==> src/hw/rtl/sector_mapping_table_with_size_account_macros.svh <==
// assertion macros shared by the rtl files
`ifndef SECTOR_MAPPING_TABLE_WITH_SIZE_ACCOUNT_MACROS_SVH
`define SECTOR_MAPPING_TABLE_WITH_SIZE_ACCOUNT_MACROS_SVH

// property checked on every clock edge outside reset
`define SMT_ASSERT(lbl, prop, msg) \
  lbl: assert property (@(posedge clk_i) disable iff (!rst_ni) (prop)) \
    else $error(msg);

// condition in one cycle implies a condition in the next one
`define SMT_ASSERT_NEXT(lbl, pre, post, msg) \
  lbl: assert property (@(posedge clk_i) disable iff (!rst_ni) (pre) |=> (post)) \
    else $error(msg);

`endif

==> src/hw/rtl/smt_pkg.sv <==
package smt_pkg;

  localparam int unsigned SN_W     = 14;
  localparam int unsigned BLK_W    = 10;
  localparam int unsigned PG_W     = 8;
  localparam int unsigned SLOT_W   = 2;
  localparam int unsigned PHYS_W   = 18;
  localparam int unsigned TOTAL_W  = 20;
  localparam int unsigned RUN_BITS = 32;
  localparam int unsigned PAGES_PER_BLOCK = 256;

  typedef enum logic {
    OP_WRITE = 1'b0,
    OP_READ  = 1'b1
  } op_e;

  typedef struct packed {
    logic              op;
    logic [SN_W-1:0]   log_sector;
    logic [BLK_W-1:0]  phys_block;
    logic [PG_W-1:0]   page_id;
    logic [SLOT_W-1:0] slot;
  } in_pl_t;

  typedef struct packed {
    logic [PHYS_W-1:0]  phys_page;
    logic               found;
    logic [TOTAL_W-1:0] table_size;
  } res_t;

  // controller to datapath
  typedef struct packed {
    logic clr;
    logic cap;
    logic look;
    logic eval;
    logic push;
  } cmd_t;

  // datapath to controller
  typedef struct packed {
    logic clr_last;
  } sts_t;

endpackage

==> src/hw/rtl/smt_ctrl.sv <==
`include "sector_mapping_table_with_size_account_macros.svh"

module smt_ctrl (
  input  logic          clk_i,
  input  logic          rst_ni,
  input  logic          in_valid_i,
  output logic          in_ready_o,
  output logic          out_valid_o,
  input  logic          out_ready_i,
  input  smt_pkg::sts_t sts_i,
  output smt_pkg::cmd_t cmd_o
);

  typedef enum logic [4:0] {
    S_CLEAR = 5'b00001,
    S_IDLE  = 5'b00010,
    S_LOOK  = 5'b00100,
    S_EVAL  = 5'b01000,
    S_PUSH  = 5'b10000
  } state_e;

  state_e state_q, state_d;
  logic   out_valid_q, out_valid_d;
  logic   out_free;

  assign out_free = !out_valid_q || out_ready_i;

  always_comb begin
    state_d    = state_q;
    cmd_o      = '0;
    in_ready_o = 1'b0;
    unique case (state_q)
      S_CLEAR: begin
        cmd_o.clr = 1'b1;
        if (sts_i.clr_last) begin
          state_d = S_IDLE;
        end
      end
      S_IDLE: begin
        in_ready_o = 1'b1;
        if (in_valid_i) begin
          cmd_o.cap = 1'b1;
          state_d   = S_LOOK;
        end
      end
      S_LOOK: begin
        cmd_o.look = 1'b1;
        state_d    = S_EVAL;
      end
      S_EVAL: begin
        cmd_o.eval = 1'b1;
        state_d    = S_PUSH;
      end
      S_PUSH: begin
        if (out_free) begin
          cmd_o.push = 1'b1;
          state_d    = S_IDLE;
        end
      end
      default: begin
        state_d = S_CLEAR;
      end
    endcase
  end

  always_comb begin
    out_valid_d = out_valid_q;
    if (cmd_o.push) begin
      out_valid_d = 1'b1;
    end else if (out_ready_i) begin
      out_valid_d = 1'b0;
    end
  end

  always_ff @(posedge clk_i or negedge rst_ni) begin
    if (!rst_ni) begin
      state_q     <= S_CLEAR;
      out_valid_q <= 1'b0;
    end else begin
      state_q     <= state_d;
      out_valid_q <= out_valid_d;
    end
  end

  assign out_valid_o = out_valid_q;

  `SMT_ASSERT_NEXT(a_accept_look, in_valid_i && in_ready_o, cmd_o.look, "accept not followed by lookup")
  `SMT_ASSERT(a_push_free, cmd_o.push |-> out_free, "result pushed over an untaken one")
  `SMT_ASSERT_NEXT(a_push_valid, cmd_o.push, out_valid_q, "pushed result not shown")

endmodule

==> config.mk <==
export PLATFORM = sky130hd
export DESIGN_NAME = smt_ctrl
export DESIGN_NICKNAME = d
export VERILOG_FILES = /design/src/hw/rtl/smt_pkg.sv /design/src/hw/rtl/smt_ctrl.sv
export VERILOG_INCLUDE_DIRS = /design/src /design/src/hw/rtl
export SDC_FILE = /design/constraint.sdc
export NUM_CORES = 1
export LEC_CHECK = 0
export ABC_CLOCK_PERIOD_IN_PS = 1500
export BUFFER_PORTS_ARGS = -buffer_cell sky130_fd_sc_hd__buf_2
export CORE_AREA = 5 5 42 44
export CTS_BUF_LIST = sky130_fd_sc_hd__clkbuf_4 sky130_fd_sc_hd__clkbuf_8 sky130_fd_sc_hd__clkbuf_16
export CTS_CLUSTER_DIAMETER = 80
export DETAILED_ROUTE_END_ITERATION = 6
export DIE_AREA = 0 0 47 49
export HOLD_SLACK_MARGIN = 0.02
export MAX_ROUTING_LAYER = met4
export PLACE_DENSITY = 0.48
export SETUP_SLACK_MARGIN = 0.1
export SLEW_MARGIN = 20
export SYNTH_ARGS = -nofsm -noshare
export SYNTH_HDL_FRONTEND = slang
export SYNTH_SLANG_ARGS = --single-unit
==> constraint.sdc <==
create_clock -name clk_i -period 1.5 [get_ports clk_i]
set_clock_uncertainty 0.05 [all_clocks]
set_input_delay 0.075 -clock clk_i [delete_from_list [all_inputs] [get_ports clk_i]]
set_output_delay 0.075 -clock clk_i [all_outputs]
set_load 0.03 [all_outputs]
==> run summary <==
Leakage Power: 0.2759 nW
Sum of overflow across all layers after global routing: 0
Overall routed net length: 921 µm
Worst reg-to-reg setup slack: 0.08 ns
Reg-to-reg endpoint: state_q[2]$_DFFE_PN0P_
Count of non-filler cells in the finished layout: 76
Number of design-rule violations left by the first detailed-router iteration: 4
Synthesized instance count: 39
Final setup margin: -0.09977 ns
Worst setup path startpoint: state_q[1]$_DFFE_PN0P_
Via count of the first global-routing pass: 342
DRC: 0
Starting Density: 27.23%
Total met3 wirelength after detailed routing: 63 µm
Pre-CTS setup slack: 0.04094 ns
Startpoint of the lowest-slack register-to-register path: state_q[1]$_DFFE_PN0P_
Stages on the worst setup path: 4
Synthesized area per cell: 9.785 µm²
Share of synthesized cell area in full adder, half adder and majority cells: 0%
Compound-cell area share of the yosys netlist: 10.49%
Total die area: 2303 µm²
Routed vias/inst: 4.737
Count of pins on the block boundary: 12
Length of the first detailed-routing pass in iterations: 3
Violations in the final reports: negative setup slack
Number of I/O port buffers: 11
Slew at the pin closest to its max-slew limit: 0.3799 ns
Antenna diode count: 0
Max stage delay on crit path: 0.42 ns
Die Width: 47 µm
Number of nets in the final layout: 66
Clock root buffer master: sky130_fd_sc_hd__clkbuf_4
Total negative setup slack: -0.2405 ns
Fraction of the yosys area taken by sequential cells: 39.67%
Maximum clock frequency: 625.1 MHz
Ranking of synthesized cells by area: sky130_fd_sc_hd__dfrtp_1 (33%), sky130_fd_sc_hd__dfstp_2 (6.9%), sky130_fd_sc_hd__and2_1 (4.9%)
Result of the run: complete, but fails checks
Power density of the placed cells: 1497 nW/µm²
Fraction of synthesized cell area taken by the top area cell type: 32.79%
Tightest Hold Check Type: input pin to flip-flop
Post-route fraction of the period consumed by the critical path: 106.7%
Overall power of the completed layout: 0.9143 mW
Req. time, crit path: 1.37 ns
Area share of xor/xnor cells in the synthesized design: 4.590%
DP Wirelength: 704.2 µm
M1 WL: 397 µm
Synth Area in Simple Gates: 37.70%
Slowest CP cell: sky130_fd_sc_hd__or3b_4
RePlAce Congestion: 0.7678
Highest metal layer with signal wires: met3
Layout cells sized above 1: 61.67%
Multiplexer fraction of the synthesized cell area: 0%
Height of the die: 49 µm
Buf+Inv Stages, Crit Path: 1
Clock transition at the register clock pins on the worst setup and hold paths after CTS: 0.06 ns
Vias after detailed routing: 360
Count of synthesis-stage warnings from yosys: 0
Number of distinct library cells after synthesis: 23
Clock tree from TritonCTS: built
R2R depth: 5
Number of nets produced by synthesis: 44
Largest fanout of any net on the critical path: 4
MaxCap Viol Count: 0
Cell type contributing the most total cell area after synthesis: sky130_fd_sc_hd__dfrtp_1
Number of placed instances with taps included: 68
Number of max-slew violations in the final report: 0
CTS H-tree lvls: 1
Type of element launching the critical path: flip-flop
Core region area: 1401 µm²
Worst relative slew slack: 74.61%
Destination of the critical timing path: cmd_o[3]
Number of buffers added by the clock tree synthesis step: 3
#FFs+latches synth: 6
Met2 Wirelength: 460 µm
Count of standard-cell rows: 14
VDD IR-drop max: 729.1 µV
Total standard cell area after synthesis: 381.6 µm²
TritonCTS Sinks: 6
WS Path Type: flip-flop to output pin
Most common library cell in the layout ignoring fill and taps: sky130_fd_sc_hd__buf_4
Shortest period the worst path allows: 1.600 ns
Arr. time, crit path: 1.47 ns
Wire length per cell after detailed routing: 12.12 µm
Kind of cell with the highest combined delay on the critical path: simple AND/OR/NAND/NOR gates
Global-route wire length before repair: 1628 µm
Final hold viol count: 0
Combinational family with the most area after synthesis: simple AND/OR/NAND/NOR gates
Fill cell count: 145
Number of antenna violations at the first check in global routing: 0
Number of nets still failing antenna checks after routing: 0
Largest net degree at the start of global routing: 10
Crit path capture type: output pin
Clock insertion delay at the later pin of the skew report: 0.26 ns
Layout-stage area growth over the synthesis result: 60.00%
GRT Resource Usage Total: 10.17%
Setup-failing EPs final: 4
Cell chain of the critical path: or3b_4, nor3_4, and2_4, buf_6
Setup repair after global routing missed its margin: yes
Most frequent cells in the layout: sky130_fd_sc_hd__buf_4 (11), sky130_fd_sc_hd__buf_2 (5), sky130_fd_sc_hd__clkbuf_4 (4), sky130_fd_sc_hd__dfrtp_1 (4), sky130_fd_sc_hd__buf_6 (4)
Clock Path Buffers: 2
[synth_stat cells]
cell type	number
sky130_fd_sc_hd__buf_2	2
sky130_fd_sc_hd__and3_1	1
sky130_fd_sc_hd__buf_4	2
sky130_fd_sc_hd__o31a_2	1
sky130_fd_sc_hd__nor4_1	3
sky130_fd_sc_hd__dfstp_2	1
sky130_fd_sc_hd__a211oi_1	1
sky130_fd_sc_hd__or2_2	1
sky130_fd_sc_hd__nor2b_1	1
sky130_fd_sc_hd__nand3_1	1
sky130_fd_sc_hd__nor4b_2	1
sky130_fd_sc_hd__nor2_1	4
sky130_fd_sc_hd__and2_1	3
sky130_fd_sc_hd__nand4_1	1
sky130_fd_sc_hd__dfrtp_1	5
sky130_fd_sc_hd__inv_1	1
sky130_fd_sc_hd__o21a_1	1
sky130_fd_sc_hd__a2111oi_0	1
sky130_fd_sc_hd__or3b_4	1
sky130_fd_sc_hd__nand2b_1	3
sky130_fd_sc_hd__nor3_4	1
sky130_fd_sc_hd__o22ai_1	1
sky130_fd_sc_hd__xnor2_1	2
[through the flow]
stage          util [%]  instance area, µm²  hold WS [ns]
5_1_grt           43.57               610.6       0.03153
3_5_place_dp      35.09               491.7       -0.1386
6_report          43.57               610.6       0.04647
2_1_floorplan         -               402.9       -0.2706
3_3_place_gp      35.09               491.7       -0.1380
4_1_cts           41.96               588.1       0.03531
[flip-flops by register name, indices dropped and copies added (netlist names)]
| name | count |
|---|---|
| out_valid_o | 1 |
| state_q | 5 |
[area by class of cell]
cell class | instances | area [µm²] | share of cell area, %
Tap cell | 16 | 20.02 | 3.279
Sequential cell | 6 | 152.6 | 25.00
Clock buffer | 4 | 30.03 | 4.918
Timing Repair Buffer | 21 | 162.7 | 26.64
Multi-Input combinational cell | 28 | 241.5 | 39.55
Inverter | 1 | 3.754 | 0.6148
[worst min path at each step]
stage / cells after the start / slack, ns / startpoint / endpoint
after floorplan: 0 / -0.27 / rst_ni / out_valid_o$_DFFE_PN0P_
after global placement: 1 / -0.14 / rst_ni / state_q[3]$_DFFE_PN0P_
after detailed placement: 1 / -0.14 / rst_ni / state_q[3]$_DFFE_PN0P_
after CTS: 2 / 0.04 / in_valid_i / state_q[2]$_DFFE_PN0P_
after global routing: 3 / 0.03 / sts_i / state_q[0]$_DFFE_PN1P_
final: 2 / 0.05 / in_valid_i / state_q[2]$_DFFE_PN0P_
[metal layers]
| layer | vias up | global-route usage, % |
|---|---|---|
| met1 | 170 | 13.42 |
| met3 | 0 | 6.642 |
| met5 | - | - |
| met4 | 0 | 1.382 |
| met2 | 9 | 13.35 |
| li1 | 181 | - |
[power by group]
| part | internal, mW | total (mW) | switching [mW] |
|---|---|---|---|
| combinational | 0.254 | 0.473 | 0.219 |
| clock | 0.120 | 0.189 | 0.0693 |
| sequential | 0.204 | 0.253 | 0.0487 |
[timing repair]
item,4_1_cts,5_1_grt
pin swaps,2,2
hold endpoints to repair,6,0
setup buffers,1,2
hold buffers,1,0
gates cloned,0,0
gates resized for setup,16,2
endpoints found under the setup margin,7,8
[cell families after synthesis]
| family | Yosys count |
|---|---|
| AOI/OAI and AO/OA | 5 |
| xor gates and xnor gates | 2 |
| buffers and inverters | 5 |
| DFF | 6 |
| and+or+nand+nor | 21 |
Power figures use the tool's default switching activity.
